--- src/sv/ljqm_pkg.sv ---
// Package for the latency jitter quality monitor.
// Payload structs, widths, quality constants and the sequencer state type.
// No dependencies.
package ljqm_pkg;

	localparam int WINDOW   = 60;
	localparam int LAT_W    = 16;
	localparam int LOSS_W   = 11;
	localparam int JIT_W    = 16;
	localparam int QUAL_W   = 7;
	localparam int CNT_W    = $clog2(WINDOW + 1);
	localparam int SLOT_W   = (WINDOW > 1) ? $clog2(WINDOW) : 1;
	localparam int SUM_W    = LAT_W + $clog2(WINDOW);
	localparam int DIVC_W   = $clog2(SUM_W + 1);
	localparam int PEN_W    = 10;

	localparam logic [CNT_W-1:0]  WINDOW_CNT  = CNT_W'(WINDOW);
	localparam logic [SLOT_W-1:0] LAST_SLOT   = SLOT_W'(WINDOW - 1);

	// Quality arithmetic, in input units (1/16 ms, 1/16 %).
	localparam logic [LAT_W-1:0]  LAT_THRESH  = 16'd800;  // 50 ms
	localparam logic [11:0]       LAT_CAP_X   = 12'd200;  // 40 steps of 5 ms, in 1 ms units
	localparam logic [7:0]        DIV5_RECIP  = 8'd205;   // x*205>>10 == x/5 for x < 200
	localparam logic [5:0]        LAT_PEN_MAX = 6'd40;
	localparam logic [JIT_W-1:0]  JIT_THRESH  = 16'd160;  // 10 ms
	localparam logic [10:0]       JIT_PEN_MAX = 11'd20;
	localparam logic [QUAL_W-1:0] QUAL_MAX    = 7'd100;
	localparam logic [QUAL_W-1:0] QUAL_STEP   = 7'd10;

	localparam logic CMD_RECORD = 1'b0;
	localparam logic CMD_CLEAR  = 1'b1;

	typedef struct packed {
		logic              cmd;
		logic [LAT_W-1:0]  latency;
		logic [LOSS_W-1:0] loss_rate;
	} ljqm_req_t;

	typedef struct packed {
		logic [JIT_W-1:0]  jitter;
		logic [QUAL_W-1:0] quality;
		logic              quality_changed;
	} ljqm_res_t;

	typedef enum logic [2:0] {
		ST_IDLE,
		ST_RD_OLD,
		ST_RD_NEXT,
		ST_RD_NEW,
		ST_SUM,
		ST_DIV,
		ST_PEN,
		ST_FIN
	} ljqm_state_t;

endpackage

--- src/sv/ljqm_serial_div.sv ---
// Bit-serial restoring divider: one quotient bit per cycle, SUM_W quotient bits.
// Depends on ljqm_pkg for widths.
module ljqm_serial_div (
	input  logic                        clk,
	input  logic                        arst_n,
	input  logic                        start,
	input  logic [ljqm_pkg::SUM_W-1:0]  dividend,
	input  logic [ljqm_pkg::CNT_W-1:0]  divisor,
	output logic                        done,
	output logic [ljqm_pkg::SUM_W-1:0]  quotient
);

	logic [ljqm_pkg::SUM_W-1:0]  dvd_q;
	logic [ljqm_pkg::CNT_W-1:0]  rem_q;
	logic [ljqm_pkg::CNT_W-1:0]  dsr_q;
	logic [ljqm_pkg::DIVC_W-1:0] cnt_q;
	logic                        busy_q;
	logic                        done_q;
	logic [ljqm_pkg::CNT_W:0]    trial;
	logic                        qbit;

	assign trial = {rem_q, dvd_q[ljqm_pkg::SUM_W-1]};
	assign qbit  = (trial >= {1'b0, dsr_q});

	always_ff @(posedge clk or negedge arst_n) begin
		if (!arst_n) begin
			busy_q <= 1'b0;
			done_q <= 1'b0;
			cnt_q  <= '0;
		end else begin
			done_q <= 1'b0;
			if (start) begin
				busy_q <= 1'b1;
				cnt_q  <= ljqm_pkg::DIVC_W'(ljqm_pkg::SUM_W);
			end else if (busy_q) begin
				cnt_q <= cnt_q - 1'b1;
				if (cnt_q == ljqm_pkg::DIVC_W'(1)) begin
					busy_q <= 1'b0;
					done_q <= 1'b1;
				end
			end
		end
	end

	always_ff @(posedge clk) begin
		if (start) begin
			dvd_q <= dividend;
			dsr_q <= divisor;
			rem_q <= '0;
		end else if (busy_q) begin
			dvd_q <= {dvd_q[ljqm_pkg::SUM_W-2:0], qbit};
			rem_q <= qbit ? ljqm_pkg::CNT_W'(trial - {1'b0, dsr_q})
			              : trial[ljqm_pkg::CNT_W-1:0];
		end
	end

	assign done     = done_q;
	assign quotient = dvd_q;

endmodule

--- src/sv/latency_jitter_quality_monitor_unit.sv ---
// Latency jitter quality monitor, top level: sample ring, difference sum,
// sequencer, penalty logic and output register.
// Depends on ljqm_pkg and ljqm_serial_div.
//
//   channel | handshake            | payload            | moves
//   --------+----------------------+--------------------+---------------------------
//   in      | in_valid / in_ready  | in_req  (req_t)    | record or clear request
//   out     | out_valid / out_ready| out_res (res_t)    | jitter, quality, change flag
//
// A clear request is taken in the idle state and gives no result. A record
// request runs from accept to the next accept through idle, three ring reads,
// sum update, the bit-serial jitter divider (22 quotient steps, then done),
// penalty and score steps; the result is registered in the score step.
// With fewer than two samples the divider is skipped.
// Reset (arst_n low) empties the history, sets jitter 0 and reference 100.
// A result waits in the output register; the next request is taken meanwhile,
// and the sequencer only holds in its last step if that register is still full.
module latency_jitter_quality_monitor_unit (
	input  logic                clk,
	input  logic                arst_n,
	input  logic                in_valid,
	output logic                in_ready,
	input  ljqm_pkg::ljqm_req_t in_req,
	output logic                out_valid,
	input  logic                out_ready,
	output ljqm_pkg::ljqm_res_t out_res
);

	// ---------------------------------------------------------------
	// State
	// ---------------------------------------------------------------
	ljqm_pkg::ljqm_state_t state_q, state_nxt;

	logic [ljqm_pkg::CNT_W-1:0]  count_q;
	logic [ljqm_pkg::SLOT_W-1:0] slot_q;
	logic [ljqm_pkg::SUM_W-1:0]  sum_q;
	logic [ljqm_pkg::JIT_W-1:0]  jitter_q;
	logic [ljqm_pkg::QUAL_W-1:0] ref_q;

	// Request capture
	logic [ljqm_pkg::LAT_W-1:0]  lat_q;
	logic [ljqm_pkg::LOSS_W-1:0] loss_q;
	logic [ljqm_pkg::LAT_W-1:0]  old_q;     // oldest sample when the window is full

	// Ring memory, registered read
	logic [ljqm_pkg::LAT_W-1:0]  ring_mem [ljqm_pkg::WINDOW];
	logic [ljqm_pkg::LAT_W-1:0]  rd_q;
	logic [ljqm_pkg::SLOT_W-1:0] rd_addr;
	logic                        ring_we;

	// Penalty sum and output register
	logic [ljqm_pkg::PEN_W-1:0]  pen_q;
	logic                        out_valid_q;
	ljqm_pkg::ljqm_res_t         out_q;

	// Sequencer controls
	logic accept;
	logic div_start;
	logic div_done;
	logic [ljqm_pkg::SUM_W-1:0] quot;
	logic out_free;

	assign accept   = in_valid && in_ready;
	assign out_free = !out_valid_q || out_ready;

	// ---------------------------------------------------------------
	// Slot neighbors (modulo WINDOW)
	// ---------------------------------------------------------------
	logic [ljqm_pkg::SLOT_W-1:0] slot_next, slot_prev;
	assign slot_next = (slot_q == ljqm_pkg::LAST_SLOT) ? '0 : slot_q + 1'b1;
	assign slot_prev = (slot_q == '0) ? ljqm_pkg::LAST_SLOT : slot_q - 1'b1;

	// ---------------------------------------------------------------
	// Difference arithmetic
	// ---------------------------------------------------------------
	logic [ljqm_pkg::LAT_W-1:0] drop_diff;   // |next - oldest|
	logic [ljqm_pkg::LAT_W-1:0] add_diff;    // |new - newest|
	logic [ljqm_pkg::SUM_W-1:0] sum_added;
	logic [ljqm_pkg::CNT_W-1:0] count_inc;
	logic                       window_full;

	assign window_full = (count_q >= ljqm_pkg::WINDOW_CNT);
	assign drop_diff   = (rd_q > old_q) ? rd_q - old_q : old_q - rd_q;
	assign add_diff    = (lat_q > rd_q) ? lat_q - rd_q : rd_q - lat_q;
	assign sum_added   = (count_q != '0)
	                   ? sum_q + ljqm_pkg::SUM_W'(add_diff) : sum_q;
	assign count_inc   = count_q + 1'b1;

	// ---------------------------------------------------------------
	// Sequencer: next state and controls
	// ---------------------------------------------------------------
	always_comb begin
		state_nxt = state_q;
		in_ready  = 1'b0;
		div_start = 1'b0;
		ring_we   = 1'b0;
		rd_addr   = slot_q;
		unique case (state_q)
			ljqm_pkg::ST_IDLE: begin
				in_ready = 1'b1;
				if (in_valid && in_req.cmd == ljqm_pkg::CMD_RECORD) begin
					state_nxt = ljqm_pkg::ST_RD_OLD;
				end
			end
			ljqm_pkg::ST_RD_OLD: begin
				rd_addr   = slot_q;        // oldest sample
				state_nxt = ljqm_pkg::ST_RD_NEXT;
			end
			ljqm_pkg::ST_RD_NEXT: begin
				rd_addr   = slot_next;     // its successor
				state_nxt = ljqm_pkg::ST_RD_NEW;
			end
			ljqm_pkg::ST_RD_NEW: begin
				rd_addr   = slot_prev;     // newest sample
				state_nxt = ljqm_pkg::ST_SUM;
			end
			ljqm_pkg::ST_SUM: begin
				ring_we = 1'b1;
				if (count_inc >= ljqm_pkg::CNT_W'(2)) begin
					div_start = 1'b1;
					state_nxt = ljqm_pkg::ST_DIV;
				end else begin
					state_nxt = ljqm_pkg::ST_PEN;
				end
			end
			ljqm_pkg::ST_DIV: begin
				if (div_done) begin
					state_nxt = ljqm_pkg::ST_PEN;
				end
			end
			ljqm_pkg::ST_PEN: begin
				state_nxt = ljqm_pkg::ST_FIN;
			end
			ljqm_pkg::ST_FIN: begin
				if (out_free) begin
					state_nxt = ljqm_pkg::ST_IDLE;
				end
			end
			default: begin
				state_nxt = ljqm_pkg::ST_IDLE;
			end
		endcase
	end

	always_ff @(posedge clk or negedge arst_n) begin
		if (!arst_n) begin
			state_q <= ljqm_pkg::ST_IDLE;
		end else begin
			state_q <= state_nxt;
		end
	end

	// ---------------------------------------------------------------
	// Ring memory
	// ---------------------------------------------------------------
	always_ff @(posedge clk) begin
		if (ring_we) begin
			ring_mem[slot_q] <= lat_q;
		end
		rd_q <= ring_mem[rd_addr];
	end

	// ---------------------------------------------------------------
	// Jitter divider
	// ---------------------------------------------------------------
	ljqm_serial_div u_div (
		.clk      (clk),
		.arst_n   (arst_n),
		.start    (div_start),
		.dividend (sum_added),
		.divisor  (count_q),       // new count minus one
		.done     (div_done),
		.quotient (quot)
	);

	// ---------------------------------------------------------------
	// History state
	// ---------------------------------------------------------------
	always_ff @(posedge clk or negedge arst_n) begin
		if (!arst_n) begin
			count_q  <= '0;
			slot_q   <= '0;
			sum_q    <= '0;
			jitter_q <= '0;
		end else begin
			if (accept && in_req.cmd == ljqm_pkg::CMD_CLEAR) begin
				count_q <= '0;
				slot_q  <= '0;
				sum_q   <= '0;
			end
			// Full window: drop the oldest sample's difference.
			if (state_q == ljqm_pkg::ST_RD_NEW && window_full) begin
				sum_q   <= (sum_q >= ljqm_pkg::SUM_W'(drop_diff))
				         ? sum_q - ljqm_pkg::SUM_W'(drop_diff) : '0;
				count_q <= ljqm_pkg::WINDOW_CNT - 1'b1;
			end
			if (state_q == ljqm_pkg::ST_SUM) begin
				sum_q   <= sum_added;
				count_q <= count_inc;
				slot_q  <= slot_next;
			end
			if (state_q == ljqm_pkg::ST_DIV && div_done) begin
				jitter_q <= (quot > ljqm_pkg::SUM_W'({ljqm_pkg::JIT_W{1'b1}}))
				          ? {ljqm_pkg::JIT_W{1'b1}} : quot[ljqm_pkg::JIT_W-1:0];
			end
		end
	end

	// Request payload; old_q takes the oldest sample as it comes off the read
	always_ff @(posedge clk) begin
		if (accept) begin
			lat_q  <= in_req.latency;
			loss_q <= in_req.loss_rate;
		end
		if (state_q == ljqm_pkg::ST_RD_NEXT) begin
			old_q <= rd_q;
		end
	end

	// ---------------------------------------------------------------
	// Penalties
	// lat:     (lat-800)/80 = ((lat-800)>>4)/5, capped at 40
	// jitter:  (jit-160)>>5, capped at 20
	// loss:    loss>>2
	// ---------------------------------------------------------------
	logic [ljqm_pkg::LAT_W-1:0] lat_x;
	logic [11:0]                lat_ms;
	logic [15:0]                lat_prod;
	logic [5:0]                 lat_pen;
	logic [ljqm_pkg::JIT_W-1:0] jit_x;
	logic [10:0]                jit_steps;
	logic [4:0]                 jit_pen;
	logic [8:0]                 loss_pen;

	assign lat_x    = lat_q - ljqm_pkg::LAT_THRESH;
	assign lat_ms   = lat_x[ljqm_pkg::LAT_W-1:4];
	assign lat_prod = lat_ms[7:0] * ljqm_pkg::DIV5_RECIP;

	always_comb begin
		if (lat_q <= ljqm_pkg::LAT_THRESH) begin
			lat_pen = '0;
		end else if (lat_ms >= ljqm_pkg::LAT_CAP_X) begin
			lat_pen = ljqm_pkg::LAT_PEN_MAX;
		end else begin
			lat_pen = lat_prod[15:10];
		end
	end

	assign jit_x     = jitter_q - ljqm_pkg::JIT_THRESH;
	assign jit_steps = jit_x[ljqm_pkg::JIT_W-1:5];

	always_comb begin
		if (jitter_q <= ljqm_pkg::JIT_THRESH) begin
			jit_pen = '0;
		end else if (jit_steps >= ljqm_pkg::JIT_PEN_MAX) begin
			jit_pen = ljqm_pkg::JIT_PEN_MAX[4:0];
		end else begin
			jit_pen = jit_steps[4:0];
		end
	end

	assign loss_pen = loss_q[ljqm_pkg::LOSS_W-1:2];

	always_ff @(posedge clk) begin
		if (state_q == ljqm_pkg::ST_PEN) begin
			pen_q <= ljqm_pkg::PEN_W'(lat_pen) + ljqm_pkg::PEN_W'(jit_pen)
			       + ljqm_pkg::PEN_W'(loss_pen);
		end
	end

	// ---------------------------------------------------------------
	// Score, clamp and change detection
	// ---------------------------------------------------------------
	logic [ljqm_pkg::QUAL_W-1:0] qual;
	logic [ljqm_pkg::QUAL_W:0]   qual_hi;
	logic [ljqm_pkg::QUAL_W:0]   ref_hi;
	logic                        changed;

	assign qual    = (pen_q >= ljqm_pkg::PEN_W'(ljqm_pkg::QUAL_MAX))
	               ? '0 : ljqm_pkg::QUAL_MAX - pen_q[ljqm_pkg::QUAL_W-1:0];
	assign qual_hi = {1'b0, qual} + {1'b0, ljqm_pkg::QUAL_STEP};
	assign ref_hi  = {1'b0, ref_q} + {1'b0, ljqm_pkg::QUAL_STEP};
	assign changed = ({1'b0, qual} > ref_hi) || ({1'b0, ref_q} > qual_hi);

	logic fin_fire;
	assign fin_fire = (state_q == ljqm_pkg::ST_FIN) && out_free;

	always_ff @(posedge clk or negedge arst_n) begin
		if (!arst_n) begin
			ref_q       <= ljqm_pkg::QUAL_MAX;
			out_valid_q <= 1'b0;
		end else begin
			if (fin_fire) begin
				out_valid_q <= 1'b1;
				if (changed) begin
					ref_q <= qual;
				end
			end else if (out_ready) begin
				out_valid_q <= 1'b0;
			end
		end
	end

	always_ff @(posedge clk) begin
		if (fin_fire) begin
			out_q.jitter          <= jitter_q;
			out_q.quality         <= qual;
			out_q.quality_changed <= changed;
		end
	end

	assign out_valid = out_valid_q;
	assign out_res   = out_q;

endmodule
--- config.mk ---
export PLATFORM = sky130hd
export DESIGN_NAME = latency_jitter_quality_monitor_unit
export DESIGN_NICKNAME = d
export VERILOG_FILES = /design/src/sv/ljqm_pkg.sv /design/src/sv/ljqm_serial_div.sv /design/src/sv/latency_jitter_quality_monitor_unit.sv
export SDC_FILE = /design/constraint.sdc
export NUM_CORES = 2
export LEC_CHECK = 0
export ABC_CLOCK_PERIOD_IN_PS = 11050
export BUFFER_PORTS_ARGS = -buffer_cell sky130_fd_sc_hd__buf_2
export CORE_MARGIN = 2
export CORE_UTILIZATION = 59
export DETAILED_ROUTE_END_ITERATION = 8
export HOLD_SLACK_MARGIN = 0.06
export PLACE_DENSITY = 0.78
export SYNTH_ARGS = -nofsm -noshare
export SYNTH_HDL_FRONTEND = slang
export SYNTH_SLANG_ARGS = --single-unit
--- constraint.sdc ---
create_clock -name clk -period 11.05 [get_ports clk]
set_clock_uncertainty 0.2 [all_clocks]
set_input_delay 1.6575 -clock clk [delete_from_list [all_inputs] [get_ports clk]]
set_output_delay 1.6575 -clock clk [all_outputs]
set_load 0.01 [all_outputs]
Word-level counts from Yosys, hierarchy flattened
Memory sizes are Yosys's and may differ from the RTL's. A register that Yosys moved wholly into a read port is not among the register bits.
Index checks and enable logic that the tools add are counted.
{ "op_classes": {"mux": 44, "magnitude_cmp": 14, "eq_ne": 12, "n_reduce_logical": 18, "mul": 1, "addsub": 18, "bitwise_logic": 1} }
{ "ops": {"columns": ["op", "n"], "rows": [
  ["22-bit 2-to-1 mux", 7],
  ["16-bit subtractor", 4],
  ["6-bit 2-to-1 mux", 9],
  ["16-bit 2-to-1 mux", 3],
  ["16-bit greater-than comparator", 2],
  ["3-bit one-hot mux with 8 select lines", 1],
  ["22-bit by 16-bit adder with 22-bit output", 1],
  ["22-bit by 16-bit >= comparator with 1-bit output", 1],
  ["22-bit by 16-bit greater-than comparator with 1-bit output, second input constant", 1],
  ["22-bit by 16-bit subtractor with 22-bit output", 1],
  ["5-bit 2-to-1 mux", 4],
  ["7-bit by 4-bit adder with 8-bit output, second input constant", 2],
  ["7-bit by 8-bit greater-than comparator with 1-bit output", 2],
  ["16-bit by 10-bit <= comparator with 1-bit output, second input constant", 1],
  ["16-bit by 8-bit <= comparator with 1-bit output, second input constant", 1],
  ["8-bit by 8-bit multiplier with 16-bit output, second input constant", 1],
  ["16-bit by 10-bit subtractor with 16-bit output, second input constant", 1],
  ["16-bit by 8-bit subtractor with 16-bit output, second input constant", 1],
  ["1-bit 2-to-1 mux", 14],
  ["6-bit by 1-bit adder with 6-bit output, second input constant", 2],
  ["3-bit equality test, second input constant", 4],
  ["12-bit by 8-bit >= comparator with 1-bit output, second input constant", 1],
  ["6-bit one-hot mux with 2 select lines", 1],
  ["11-bit by 5-bit >= comparator with 1-bit output, second input constant", 1],
  ["30 further kinds", 42]
]} }
{ "word_totals": {"reg_bits": 179, "mem_bits_rw": 960, "memories": 1, "word_cells": 129} }
{ "mem_list": {"columns": ["memory", "words", "width", "rd", "rd_clocked_by_memory_dff", "wr", "line_no", "source"], "rows": [
  ["ring_mem", 60, 16, 1, 1, 1, "latency_jitter_quality_monitor_unit.sv:46", "logic [ljqm_pkg::LAT_W-1:0] ring_mem [ljqm_pkg::WINDOW];"]
]} }

Logic depth before layout (Yosys ltp)
{ "depth": {"depth_word": 7, "ltp_mapped": 29} }

Hierarchy
Synthesis repeated with hierarchy kept, for this count alone.
{ "unflattened": {"hier_cells": 3373, "area_unflattened_um2": 52391.5} }
{ "modules_own_cells": {"columns": ["module", "area_each_um2", "n_inst", "seq_area_each_um2", "cells_per_inst"], "rows": [
  ["latency_jitter_quality_monitor_unit", 50365.8, 1, 32930.3, 3215],
  ["ljqm_serial_div", 2025.7, 1, 1136.1, 158]
]} }

Worst setup path before layout
No wires, ideal clock.
{ "synth_path": {"kind": "reg2reg", "start": "register lat_q[5] (netlist name)", "end": "register pen_q[8] (netlist name) (data pin)", "path_stages_with_launch": 30, "setup_ps": 259, "n_path_buf": 0, "slack_ps": 3924, "arrival_time_ps": 6666, "cell_sequence": "edfxtp_1 -> inv_1 -> ha_1 -> nand2_1 -> nand2_1 -> xnor2_1 -> ha_1 -> inv_1 -> fa_1 -> inv_1 -> fa_1 -> inv_1 -> fa_1 -> inv_1 -> ha_1 -> nor3_1 -> nor2_1 -> a31oi_1 -> nor2b_1 -> nor3_1 -> nor3_1 -> fa_1 -> ha_1 -> a21o_1 -> a21oi_1 -> o21bai_1 -> a21oi_1 -> nor2b_1 -> o21ai_0 -> xnor2_1"} }
{ "synth_via": {"elab_chain_len": 6} }
{ "synth_rtl": {"columns": ["element", "line_no", "source"], "rows": [
  ["start: declaration", "latency_jitter_quality_monitor_unit.sv:41", "logic [ljqm_pkg::LAT_W-1:0] lat_q;"],
  ["start signal: assignment", "latency_jitter_quality_monitor_unit.sv:212", "lat_q <= in_req.latency;"],
  ["16-bit by 10-bit subtractor with 16-bit output", "latency_jitter_quality_monitor_unit.sv:235", "assign lat_x = lat_q - ljqm_pkg::LAT_THRESH;"],
  ["8-bit by 8-bit multiplier with 16-bit output or 12-bit by 8-bit >= comparator with 1-bit output (tied branches)", "latency_jitter_quality_monitor_unit.sv:237, latency_jitter_quality_monitor_unit.sv:242", null],
  ["6-bit 2-to-1 mux", "latency_jitter_quality_monitor_unit.sv:242", "end else if (lat_ms >= ljqm_pkg::LAT_CAP_X) begin"],
  ["6-bit 2-to-1 mux *", "latency_jitter_quality_monitor_unit.sv:240", "if (lat_q <= ljqm_pkg::LAT_THRESH) begin"],
  ["6-bit by 5-bit adder with 7-bit output *", "latency_jitter_quality_monitor_unit.sv:266", "pen_q <= ljqm_pkg::PEN_W'(lat_pen) + ljqm_pkg::PEN_W'(jit_pen)"],
  ["7-bit by 9-bit adder with 10-bit output *", "latency_jitter_quality_monitor_unit.sv:267", "+ ljqm_pkg::PEN_W'(loss_pen);"],
  ["end signal: assignment", "latency_jitter_quality_monitor_unit.sv:266", null],
  ["end: declaration", "latency_jitter_quality_monitor_unit.sv:52", "logic [ljqm_pkg::PEN_W-1:0] pen_q;"]
]} }
Every way passes the cells marked *; elsewhere a longest branch is shown, timed or not.
A chain may end at the register's enable or synchronous reset.

Final worst setup path
Ends and elaborated chain as after synthesis.

==> flow_summary.json <==
{
  "status": "finished clean",
  "via_per_inst": 6.466,
  "syn_nets": 3528,
  "cts_root_buf": "clkbuf_16",
  "wire_per_inst_um": 26.53,
  "path_common_cell": "inv_1",
  "swShare_pct": 38.64,
  "peakVddDrop_v": 0.0003671,
  "overflow": 0,
  "synth-seq-cells": 1153,
  "worstPathRequired_ns": 11.29,
  "antenna_left": 0,
  "critical_path.startpoint_type": "register",
  "die-area_um2": 90270,
  "dp_slack_ns": 3.070,
  "diodes": 0,
  "slew_viol_final": 0,
  "setup_slack_ns": 3.065,
  "dp.cells": 4438,
  "routed-wl-met3_um": 9347,
  "clk_latency_ns": 0.73,
  "post_cts_resized": 0,
  "p_sw_mw": 6.779,
  "grt_pass1_wl_um": 186900,
  "end_kind": "register",
  "drv_cap": 0,
  "nets": 3628,
  "cts_buffers": 110,
  "final.fill_count": 5671,
  "yosys_warnings": 0,
  "max_freq_mhz": 125.2,
  "p_leak_nw": 20.28,
  "synthTopCellsByArea": "edfxtp_1, mux4_2, ha_1",
  "p_per_area_nw_per_um2": 305.8,
  "syn2layout_area_growth_pct": 10.65,
  "syn_area_um2": 51850,
  "row_count": 108,
  "whs_ns": 0.2688,
  "post-cts-setup-buffers": 0,
  "p_seq_share_pct": 31.3,
  "place.gp.congestion": 0.9478,
  "rr_worst_depth": 30,
  "wl_met2_um": 61800,
  "p_clk_share_pct": 22.1,
  "drt_iter0_drc": 3358,
  "critPathMaxFanout": 49,
  "min_from": "jitter_q[3]$_DFFE_PN0P_",
  "synth_cell_types": 83,
  "initial_core_util_pct": 59.68,
  "syn_inst": 3295,
  "num_vias": 30050,
  "routed.top_layer": "met4",
  "period_minus_slack_ns": 7.985,
  "period_share_pct": 72.26,
  "fin_cells": 4648,
  "setup_tns_ns": 0,
  "synth_edf_count": 1063,
  "crit_type": "register to register",
  "hold_path_depth": 0,
  "fp.dieH_um": 300.5,
  "synth.most_common_cell": "edfxtp_1",
  "grt.total_usage_pct": 27.68,
  "hold_viol": 0,
  "grt_max_degree": 148,
  "chipWidth_um": 300.5,
  "finalSetupViolCount": 0,
  "synth_top_area_cell": "edfxtp_1",
  "antenna_found_initial": 1,
  "yosys-top-cells-count": "edfxtp_1, mux4_2, nor2_1",
  "p_total_mw": 17.54,
  "cts.sinks": 1153,
  "ys_seq_area_share_pct": 65.70,
  "drt-met1-wl_um": 46670,
  "ios": 58,
  "final_layout_size_suffix_gt1_share_pct": 17.92,
  "postCtsHoldBufs": 0,
  "grt_pass1_vias": 30730,
  "htree_levels": 3,
  "dpl.hpwl_um": 71990,
  "cp_data_arrival_time_ns": 8.22,
  "worst_pin_slew_ns": 1.099,
  "r2r_slack_ns": 3.06,
  "synth.top_cell.area_share_pct": 61.56,
  "core_area_um2": 86890,
  "rr_startpoint": "lat_q[5]$_DFFE_PP_",
  "clk_pin_slew_ns": 0.06,
  "rsz0062_at_grt": "no",
  "slew_headroom_pct": 26.32,
  "dr.pass1.iters": 7,
  "max_stage_delay_ns": 0.78,
  "min_to": "out_res[11]$_DFFE_PP_",
  "slowest_stage": "edfxtp_1",
  "cts_tree": "done",
  "r2r-end": "pen_q[8]$_DFFE_PP_",
  "drc_errors": 0,
  "drt_wl_total_um": 123300,
  "synthArstFlopShare_pct": 5.898,
  "synthFlopType": "edfxtp_1",
  "cts_buffer_depth": 3,
  "pwr-share-comb_pct": 46.5,
  "intPower_mw": 10.76,
  "syn-mean-instance-area_um2": 15.74,
  "portBuffers": 55,
  "hp-class": "register to register"
}
-- power by group through the flow --
stage	Combinational [mW]	Sequential (mW)	Clock [mW]
floorplan	6.11	5.50	0
global placement	7.85	5.56	0
detailed placement	8.04	5.58	0
CTS	8.13	5.49	3.93
global route	8.89	5.53	4.08
finish	8.17	5.50	3.88
-- layout by cell type, fill, tap and decap left out, types with 18 or more instances in the layout --
cell type,n
dfrtp_1,65
xor2_1,44
buf_2,55
a21o_1,28
fa_1,24
nand2_1,162
mux4_2,223
o21ai_0,123
a31oi_1,41
nor2b_1,19
and3_1,24
o22ai_1,19
nor2_1,204
nand3_1,52
nand4_1,18
a21oi_1,104
a211oi_1,29
xnor2_1,57
dfxtp_1,22
buf_4,89
clkbuf_16,110
nor3_1,71
edfxtp_1,1063
mux2i_1,100
a2111oi_0,18
ha_1,177
clkinv_2,26
inv_1,160
mux2_2,44
-- per-layer routing --
layer  vias up  GRT usage [%]
li1      13040              -
met1     15240          36.35
met2      1513          46.29
met3       260          4.170
met4         0          12.30
met5         -              0
-- worst max-delay path by stage --
stage | startpoint | endpoint | slack, ns
floorplan | lat_q[5]$_DFFE_PP_ | pen_q[8]$_DFFE_PP_ | 3.92
global placement | lat_q[5]$_DFFE_PP_ | pen_q[8]$_DFFE_PP_ | 3.35
detailed placement | lat_q[5]$_DFFE_PP_ | pen_q[8]$_DFFE_PP_ | 3.07
CTS | lat_q[5]$_DFFE_PP_ | pen_q[8]$_DFFE_PP_ | 3.08
global route | lat_q[5]$_DFFE_PP_ | pen_q[8]$_DFFE_PP_ | 2.50
finish | lat_q[5]$_DFFE_PP_ | pen_q[8]$_DFFE_PP_ | 3.06
-- critical path: cells and delay by family, from the launching register on --
kind,cells,cell delay [ns]
compound gates,7,1.46
xor+xnor,2,0.49
fa+ha+maj,8,2.96
buf+inv,6,1.11
flops,1,0.78
simple gates,7,0.73
-- layout make-up --
cell class,instances,area [um^2],share of cell area [%]
clock inverters,81,918.4,1.601
well taps,1155,1445,2.519
repair buffers,147,1003,1.749
flip-flops and latches,1153,34070,59.38
clock buffers,129,2844,4.957
multi-input cells,1820,16480,28.73
inverters,163,611.8,1.066
-- kinds of logic after synthesis --
group | after synthesis | share of synthesized area, %
buffers and inverters | 322 | 2.647
DFF | 1153 | 65.70
and+or+nand+nor | 637 | 5.668
AOI/OAI and AO/OA | 514 | 6.510
xor gates and xnor gates | 101 | 1.706
muxes | 367 | 12.57
adders and majority gates | 201 | 5.198
-- flip-flops by register name (all words and copies together), names as in the netlist, 9 cells and up --
register / flops
rd_q: 16
jitter_q: 16
out_res: 24
ring_mem: 960
pen_q: 10
loss_q: 9
lat_q: 16
u_div.quotient: 22
sum_q: 22
old_q: 16
-- through the flow --
step,utilization [%],cell area (um^2)
floorplan,-,51850
global placement,61.70,53610
detailed placement,61.70,53610
CTS,66.03,57370
global route,66.03,57370
finish,66.03,57370
Note: power is estimated with default switching activity, not from simulation.
